### config.mk
export PLATFORM = sky130hd
export DESIGN_NAME = rect_union_mask_raster_core
export DESIGN_NICKNAME = d
export VERILOG_FILES = /design/src/hdl/rurm_pkg.sv /design/src/hdl/rect_union_mask_raster_core.sv /design/src/hdl/rurm_store.sv /design/src/hdl/rurm_div.sv
export SDC_FILE = /design/constraint.sdc
export NUM_CORES = 2
export LEC_CHECK = 0
export ABC_AREA = 1
export ABC_CLOCK_PERIOD_IN_PS = 16200
export BUFFER_PORTS_ARGS = -buffer_cell sky130_fd_sc_hd__buf_4
export CAP_MARGIN = 20
export CORE_ASPECT_RATIO = 0.6
export CORE_MARGIN = 2
export CORE_UTILIZATION = 40
export CTS_CLUSTER_DIAMETER = 80
export DETAILED_ROUTE_END_ITERATION = 16
export PLACE_DENSITY = 0.52
export SLEW_MARGIN = 20
export SYNTH_ARGS = -nofsm -noshare
export SYNTH_HDL_FRONTEND = slang
export SYNTH_SLANG_ARGS = --single-unit
### constraint.sdc
create_clock -name clk -period 16.2 [get_ports clk]
set_clock_uncertainty 0.2 [all_clocks]
set_input_delay 0.81 -clock clk [delete_from_list [all_inputs] [get_ports clk]]
set_output_delay 0.81 -clock clk [all_outputs]
set_load 0.05 [all_outputs]
### src/hdl/rurm_pkg.sv
// ---------------------------------------------------------------------------
// rurm_pkg: shared types and constants for the rectangle union raster
// Field widths, the stored rectangle record and parameter defaults.
// ---------------------------------------------------------------------------
package rurm_pkg;

  localparam int COORD_BITS    = 12;              // rectangle coordinates
  localparam int POS_BITS      = COORD_BITS + 1;  // pixel positions, box extents
  localparam int PV_BITS       = 8;               // pixel value
  localparam int QUO_BITS      = PV_BITS;         // shade quotient never exceeds 255
  localparam int CNT_OUT_BITS  = 7;               // rect_count field
  localparam int DEF_MAX_RECTS = 64;

  // One stored rectangle.
  typedef struct packed {
    logic [COORD_BITS-1:0] x;
    logic [COORD_BITS-1:0] y;
    logic [COORD_BITS-1:0] w;
    logic [COORD_BITS-1:0] h;
  } rect_t;

endpackage

### src/hdl/rect_union_mask_raster_core.sv
// ---------------------------------------------------------------------------
// rect_union_mask_raster_core: rectangle union mask raster
// Stores rectangles, tracks their bounding box and answers pixel queries.
// ---------------------------------------------------------------------------
//
//   Channel | Direction | Handshake            | Contents
//   --------+-----------+----------------------+-------------------------------
//   in      | input     | in_valid / in_stall  | func, rect_*, pixel_col/row
//   out     | output    | out_valid / out_stall| pixel_value, image_*, count,
//           |           |                      | status
//   cfg     | input     | cfg_wr_en            | cfg_wr_data (debug_mode)
//
// A clear, an add, an unused code or a read outside the image passes from
// S_IDLE through S_DONE into the output register. A read inside the image
// scans the n stored rectangles one memory read per cycle, and in debug mode
// a covered pixel then goes through the shade divider before S_DONE.
// Reset (synchronous) empties the store and clears debug_mode; the memory
// contents are left as they are, since only entries below the count are read.
// The block stalls its input while an item is in progress, and a finished
// result waits in the output register while out_stall is high.
// ---------------------------------------------------------------------------
module rect_union_mask_raster_core #(
  parameter int MAX_RECTS = rurm_pkg::DEF_MAX_RECTS
) (
  input  logic                                clk,
  input  logic                                rst,
  // configuration
  input  logic                                cfg_wr_en,
  input  logic                                cfg_wr_data,
  // input items
  input  logic                                in_valid,
  output logic                                in_stall,
  input  logic [1:0]                          func,
  input  logic [rurm_pkg::COORD_BITS-1:0]     rect_x,
  input  logic [rurm_pkg::COORD_BITS-1:0]     rect_y,
  input  logic [rurm_pkg::COORD_BITS-1:0]     rect_width,
  input  logic [rurm_pkg::COORD_BITS-1:0]     rect_height,
  input  logic [rurm_pkg::POS_BITS-1:0]       pixel_col,
  input  logic [rurm_pkg::POS_BITS-1:0]       pixel_row,
  // result items
  output logic                                out_valid,
  input  logic                                out_stall,
  output logic [rurm_pkg::PV_BITS-1:0]        pixel_value,
  output logic [rurm_pkg::POS_BITS-1:0]       image_width,
  output logic [rurm_pkg::POS_BITS-1:0]       image_height,
  output logic [rurm_pkg::CNT_OUT_BITS-1:0]   rect_count,
  output logic [1:0]                          status
);
  import rurm_pkg::*;

  localparam int CW = $clog2(MAX_RECTS + 1);
  localparam int AW = (MAX_RECTS > 1) ? $clog2(MAX_RECTS) : 1;
  localparam int NW = CW + QUO_BITS;

  localparam logic [1:0] FUNC_CLEAR = 2'd0;
  localparam logic [1:0] FUNC_ADD   = 2'd1;
  localparam logic [1:0] FUNC_READ  = 2'd2;

  localparam logic [1:0] ST_OK      = 2'd0;
  localparam logic [1:0] ST_FULL    = 2'd1;
  localparam logic [1:0] ST_OUTSIDE = 2'd2;

  localparam logic [PV_BITS-1:0] FULL_VALUE = '1;

  typedef enum logic [1:0] {S_IDLE, S_SCAN, S_DIV, S_DONE} state_t;

  state_t                state;
  logic                  debug_mode;
  logic [CW-1:0]         count;
  logic [COORD_BITS-1:0] box_min_x;
  logic [COORD_BITS-1:0] box_min_y;
  logic [POS_BITS-1:0]   box_max_x;
  logic [POS_BITS-1:0]   box_max_y;

  // Item in progress.
  logic [POS_BITS-1:0]   px;
  logic [POS_BITS-1:0]   py;
  logic [PV_BITS-1:0]    res_pv;
  logic [1:0]            res_st;

  // Scan sequencer.
  logic [CW-1:0]         scan_idx;
  logic                  rd_vld;
  logic [AW-1:0]         rd_idx;
  logic                  hit;
  logic [AW-1:0]         last;

  // Memory and divider connections.
  logic                  wr_en;
  rect_t                 wr_data;
  rect_t                 rd_data;
  logic                  div_start;
  logic                  div_done;
  logic [QUO_BITS-1:0]   div_quo;
  logic [CW-1:0]         last_p1;
  logic [NW-1:0]         div_num;

  logic                  accept;
  logic                  full;
  logic [POS_BITS-1:0]   ext_x;
  logic [POS_BITS-1:0]   ext_y;
  logic [POS_BITS-1:0]   img_w;
  logic [POS_BITS-1:0]   img_h;
  logic                  covers;
  logic                  scan_end;
  logic                  out_free;

  assign in_stall = (state != S_IDLE);
  assign accept   = in_valid && !in_stall;
  assign full     = (count >= CW'(MAX_RECTS));

  assign ext_x = POS_BITS'(rect_x) + POS_BITS'(rect_width);
  assign ext_y = POS_BITS'(rect_y) + POS_BITS'(rect_height);

  // The box is reported as empty whenever nothing is stored.
  assign img_w = (count != '0) ? (box_max_x - POS_BITS'(box_min_x)) : '0;
  assign img_h = (count != '0) ? (box_max_y - POS_BITS'(box_min_y)) : '0;

  assign wr_en   = accept && (func == FUNC_ADD) && !full;
  assign wr_data = '{x: rect_x, y: rect_y, w: rect_width, h: rect_height};

  rurm_store #(
    .DEPTH (MAX_RECTS),
    .AW    (AW)
  ) u_store (
    .clk     (clk),
    .wr_en   (wr_en),
    .wr_addr (count[AW-1:0]),
    .wr_data (wr_data),
    .rd_addr (scan_idx[AW-1:0]),
    .rd_data (rd_data)
  );

  // Coverage test of the rectangle read back in the previous cycle.
  assign covers = (px >= POS_BITS'(rd_data.x)) &&
                  (px <  POS_BITS'(rd_data.x) + POS_BITS'(rd_data.w)) &&
                  (py >= POS_BITS'(rd_data.y)) &&
                  (py <  POS_BITS'(rd_data.y) + POS_BITS'(rd_data.h));

  // All reads issued and the last one checked.
  assign scan_end = (scan_idx == count) && !rd_vld;

  // Shade numerator 255 * (last + 1), formed as a shift and a subtract.
  assign last_p1   = CW'(last) + 1'b1;
  assign div_num   = (NW'(last_p1) << QUO_BITS) - NW'(last_p1);
  assign div_start = (state == S_SCAN) && scan_end && hit && debug_mode;

  rurm_div #(
    .CNT_BITS (CW)
  ) u_div (
    .clk   (clk),
    .rst   (rst),
    .start (div_start),
    .num   (div_num),
    .den   (count),
    .done  (div_done),
    .quo   (div_quo)
  );

  assign out_free = !out_valid || !out_stall;

  always_ff @(posedge clk) begin
    if (rst) begin
      state      <= S_IDLE;
      debug_mode <= 1'b0;
      count      <= '0;
      box_min_x  <= '0;
      box_min_y  <= '0;
      box_max_x  <= '0;
      box_max_y  <= '0;
      rd_vld     <= 1'b0;
      out_valid  <= 1'b0;
    end else begin
      if (cfg_wr_en) begin
        debug_mode <= cfg_wr_data;
      end
      if (out_valid && !out_stall) begin
        out_valid <= 1'b0;
      end

      case (state)
        S_IDLE: begin
          if (accept) begin
            res_pv <= '0;
            res_st <= ST_OK;
            state  <= S_DONE;
            case (func)
              FUNC_CLEAR: begin
                count     <= '0;
                box_min_x <= '0;
                box_min_y <= '0;
                box_max_x <= '0;
                box_max_y <= '0;
              end
              FUNC_ADD: begin
                if (full) begin
                  res_st <= ST_FULL;
                end else begin
                  // The first rectangle sets the box outright.
                  if (count == '0 || rect_x < box_min_x) box_min_x <= rect_x;
                  if (count == '0 || rect_y < box_min_y) box_min_y <= rect_y;
                  if (count == '0 || ext_x > box_max_x)  box_max_x <= ext_x;
                  if (count == '0 || ext_y > box_max_y)  box_max_y <= ext_y;
                  count <= count + 1'b1;
                end
              end
              FUNC_READ: begin
                if (pixel_col >= img_w || pixel_row >= img_h) begin
                  res_st <= ST_OUTSIDE;
                end else begin
                  px       <= POS_BITS'(box_min_x) + pixel_col;
                  py       <= POS_BITS'(box_min_y) + pixel_row;
                  scan_idx <= '0;
                  rd_vld   <= 1'b0;
                  hit      <= 1'b0;
                  state    <= S_SCAN;
                end
              end
              default: begin
              end
            endcase
          end
        end

        S_SCAN: begin
          if (scan_idx != count) begin
            scan_idx <= scan_idx + 1'b1;
            rd_idx   <= scan_idx[AW-1:0];
            rd_vld   <= 1'b1;
          end else begin
            rd_vld <= 1'b0;
          end
          // Later rectangles override earlier ones, so the last hit wins.
          if (rd_vld && covers) begin
            hit  <= 1'b1;
            last <= rd_idx;
          end
          if (scan_end) begin
            if (hit && debug_mode) begin
              state <= S_DIV;
            end else begin
              res_pv <= hit ? FULL_VALUE : '0;
              state  <= S_DONE;
            end
          end
        end

        S_DIV: begin
          if (div_done) begin
            res_pv <= div_quo;
            state  <= S_DONE;
          end
        end

        S_DONE: begin
          if (out_free) begin
            out_valid    <= 1'b1;
            pixel_value  <= res_pv;
            image_width  <= img_w;
            image_height <= img_h;
            rect_count   <= CNT_OUT_BITS'(count);
            status       <= res_st;
            state        <= S_IDLE;
          end
        end

        default: begin
          state <= S_IDLE;
        end
      endcase
    end
  end

endmodule

### src/hdl/rurm_store.sv
// ---------------------------------------------------------------------------
// rurm_store: rectangle memory
// One write port and one read port with registered read data.
// ---------------------------------------------------------------------------
module rurm_store #(
  parameter int DEPTH = rurm_pkg::DEF_MAX_RECTS,
  parameter int AW    = (DEPTH > 1) ? $clog2(DEPTH) : 1
) (
  input  logic            clk,
  input  logic            wr_en,
  input  logic [AW-1:0]   wr_addr,
  input  rurm_pkg::rect_t wr_data,
  input  logic [AW-1:0]   rd_addr,
  output rurm_pkg::rect_t rd_data
);
  import rurm_pkg::*;

  rect_t mem [DEPTH];

  always_ff @(posedge clk) begin
    if (wr_en) begin
      mem[wr_addr] <= wr_data;
    end
    rd_data <= mem[rd_addr];
  end

endmodule

### src/hdl/rurm_div.sv
// ---------------------------------------------------------------------------
// rurm_div: iterative shade divider
// Restoring division giving one quotient bit per cycle, QUO_BITS bits in all.
// ---------------------------------------------------------------------------
module rurm_div #(
  parameter int CNT_BITS = 7
) (
  input  logic                               clk,
  input  logic                               rst,
  input  logic                               start,
  input  logic [CNT_BITS+rurm_pkg::QUO_BITS-1:0] num,
  input  logic [CNT_BITS-1:0]                den,
  output logic                               done,
  output logic [rurm_pkg::QUO_BITS-1:0]      quo
);
  import rurm_pkg::*;

  localparam int NW = CNT_BITS + QUO_BITS;
  localparam int SW = $clog2(QUO_BITS);

  logic [NW-1:0] rem;
  logic [NW-1:0] dsh;
  logic [SW-1:0] step;
  logic          running;
  logic          ge;

  // The quotient is known to fit in QUO_BITS bits, so the divisor starts
  // shifted up by QUO_BITS-1 places.
  assign ge = (rem >= dsh);

  always_ff @(posedge clk) begin
    if (rst) begin
      running <= 1'b0;
      done    <= 1'b0;
    end else begin
      done <= 1'b0;
      if (start) begin
        running <= 1'b1;
        rem     <= num;
        dsh     <= NW'(den) << (QUO_BITS - 1);
        step    <= '0;
      end else if (running) begin
        if (ge) begin
          rem <= rem - dsh;
        end
        quo  <= {quo[QUO_BITS-2:0], ge};
        dsh  <= dsh >> 1;
        step <= step + 1'b1;
        if (step == SW'(QUO_BITS - 1)) begin
          running <= 1'b0;
          done    <= 1'b1;
        end
      end
    end
  end

endmodule

==> reports/metrics.cfg <==
[logic_synthesis]
syn_area_mm2 = 0.1373
synth_edf_count = 3211
synth_seq_cells = 3323
synth.yosys.seq_area_share = 0.7184
synthArstFlopShare = 0
ys.flop_type = edfxtp_1
synthCells = 11140
yosys_warnings = 0
syn_avg_cell_area_um2 = 12.33
synth_nets = 11480
yosysUniqueCellTypes = 50

[sta]
max_freq_ghz = 0.1577
layout_min_cycle_time_ps = 6341
maxSlewHeadroom = 0.2220
setup_viol = 0
fin_tns_setup_ps = 0
finalWorstSetupSlack_ps = 9859
hold_viol_final = 0
fin_hold_ws_ps = 39.68
grt_setup_unrepaired = false
final.period_utilization = 0.3914
finalMaxSlewViolations = 0
worst_pin_slew_ps = 1167

[cells_and_area]
fin_area_mm2 = 0.1534
final_cell_mix = 3,211 x edfxtp_1, 2,022 x nor2_1, 1,645 x o21ai_0, 851 x nand2_1, 540 x nand3_1
multi_input_area_mm2 = 0.03478
fill_cells = 30660
final_common_cell = edfxtp_1
seqCellArea_mm2 = 0.09866
syn2layout_area_growth_pct = 11.68
drive_above_1_share = 0.07848
fin_nets = 11480

[power_and_ir_drop]
seqPwrFrac = 0.501
power.density_mw_per_mm2 = 125.4
total_leakage_power_nw = 50.50
ir_drop_mv = 0.08788
clock_power_share = 0.381
power_frac_comb = 0.118
switching_share = 0.2640
switchingPower_mw = 5.076
internal_power_mw = 14.15

[detailed_routing]
post_drt_via_cell_ratio = 5.894
vias = 93890
drt_iter0_drc = 14880
drc_errors = 0
wl_per_cell_um = 29.75
wl_um = 473800
drtAntennaViolNets = 0
firstDrtPassIters = 6

[floorplanning]
die_y_um = 457.9
io_pins = 127
start_util = 0.4025
core_area_mm2 = 0.3413
die_x_um = 760.5
rows = 166
die-area_mm2 = 0.3482

[critical_path]
r2r-start = scan_idx[0]
crit_family = buffers and inverters
crit_slowest_cell = buf_4
worst-path-buf-inv = 6
cpPeakStageDelay_ps = 810
worst_setup_path_start_kind = flop
crit_top_cell = buf_4
worstPathCellList = buf_4 > buf_4 > buf_4 > buf_12 > buf_4 > buf_4 > o21ai_0 > o22ai_1 > a21oi_1 > nand3_1 > nand3_1 > nand3_1
startpoint = scan_idx[0]
cp.arrival_ps = 7000
cp_max_fo = 126
cp.required_ps = 16860
crit_type = flop to flop
crit_path_end_kind = flop

[place]
placed_cell_area_mm2 = 0.1435
portBuffers = 126
hpwl_um = 286400
dp_slack_ps = 10110
gp_congestion = 0.8927

[hold_path]
hp-class = input pin to flop
holdCritStartpoint = rect_height[10]

[cts]
cts.sinks = 3323
htreeDepth = 5
clk_latency_ps = 930
cts_buffers = 313
post-cts-setup-buffer-count = 0
cts_tree = yes
cts_root_buffer = clkbuf_16
clk_path_buf_depth = 4
clk_pin_slew_ps = 60

[grt]
overflow = 0
grt_pass1_wl_um = 664300
grt_pass1_vias = 85860
grt_usage = 0.2639
grt_max_degree = 175
antenna_found_initial = 50

[status]
outcome = complete, no violations

[job]
drv_cap = 0

## what timing repair did
action | 4_1_cts | 5_1_grt
resized for setup | 0 | 0
hold endpoints to repair | 10 | 0
hold buffers | 7 | 0
## worst paths after layout
check / endpoint / slack, ps / cells after the start
min reg2reg: status[0] / 220 / 0
min: u_store.mem[17][10] / 40 / 1
max: u_store.rd_data[22] / 9860 / 12
max reg2reg: u_store.rd_data[22] / 9860 / 12
## logic make-up after synthesis
logic type | Yosys count | synth area share
xor gates and xnor gates | 64 | 0.004081
DFF | 3323 | 0.7184
adders and majority gates | 254 | 0.02363
buffers and inverters | 1042 | 0.03203
AOI/OAI and AO/OA | 2865 | 0.1166
and+or+nand+nor | 3594 | 0.1053
## stage by stage
step                instances  total power, mW  utilization
finish                  15930            19.23       0.4495
CTS                     15910            19.28       0.4492
global placement        15350            12.03       0.4201
detailed placement      15350            12.04       0.4204
global route            15920            19.86       0.4494
floorplan               11140            11.07            -
## per-layer routing
| layer | vias up | GRT usage | part of all wire |
|---|---|---|---|
| li1 | 40800 | - | - |
| met1 | 47470 | 0.4116 | 0.45 |
| met2 | 5071 | 0.3700 | 0.41 |
| met3 | 528 | 0.06050 | 0.12 |
| met4 | 12 | 0.06342 | 0.024 |
| met5 | - | 0 | 0.00017 |
## power groups by stage
stage	Combinational [mW]	Clock, mW	Sequential [mW]
global route	2.48	7.74	9.63
finish	2.26	7.33	9.63
global placement	2.21	0	9.82
CTS	2.24	7.41	9.63
detailed placement	2.23	0	9.82
floorplan	1.33	0	9.75
## state kept, by name, indices dropped and copies added, names as in the netlist, 2 cells and up
name and flops:
count 7, res_st 2, pixel_value 8, rect_count 7
py 13, last 6, u_div.rem 15, u_div.quo 8
box_max_x 13, u_div.dsh 14, px 13, box_max_y 13
res_pv 8, image_height 13, rd_idx 6, scan_idx 7
image_width 13, u_div.step 3, u_store.rd_data 48, status 2
state 2, box_min_x 12, box_min_y 12, u_store.mem 3072
## layout make-up
type,instances,area share
antenna,15,0.0002447
clock buffer,403,0.05496
clock inverter,148,0.008655
inverter,355,0.008997
multi-input combinational,6777,0.2268
sequential,3323,0.6432
tap,4536,0.03700
timing repair buffer,373,0.02012
## Yosys cell counts (6+ instances only)
| cell type | count | share of area |
|---|---|---|
| edfxtp_1 | 3211 | 0.70 |
| nor2_1 | 2087 | 0.057 |
| o21ai_0 | 1645 | 0.060 |
| nand2_1 | 851 | 0.023 |
| nand3_1 | 540 | 0.020 |
| clkbuf_1 | 416 | 0.011 |
| o22ai_1 | 397 | 0.018 |
| inv_1 | 342 | 0.0093 |
| a21oi_1 | 330 | 0.012 |
| o211ai_1 | 292 | 0.016 |
| ha_1 | 245 | 0.022 |
| buf_2 | 192 | 0.0070 |
| dfxtp_1 | 112 | 0.016 |
| o221ai_1 | 91 | 0.0058 |
| o21ai_1 | 66 | 0.0024 |
| nand4_1 | 49 | 0.0022 |
| xor2_1 | 43 | 0.0027 |
| nor3_1 | 35 | 0.0013 |
| buf_1 | 31 | 0.00085 |
| buf_4 | 29 | 0.0016 |
| xnor2_1 | 21 | 0.0013 |
| buf_6 | 18 | 0.0015 |
| o21bai_1 | 16 | 0.00087 |
| a31oi_1 | 11 | 0.00050 |
| fa_1 | 9 | 0.0013 |
| a21boi_0 | 7 | 0.00038 |
| and2_1 | 6 | 0.00027 |
| clkinv_1 | 6 | 0.00016 |
| inv_2 | 6 | 0.00016 |
No activity file was read; power rests on OpenSTA's default activity.
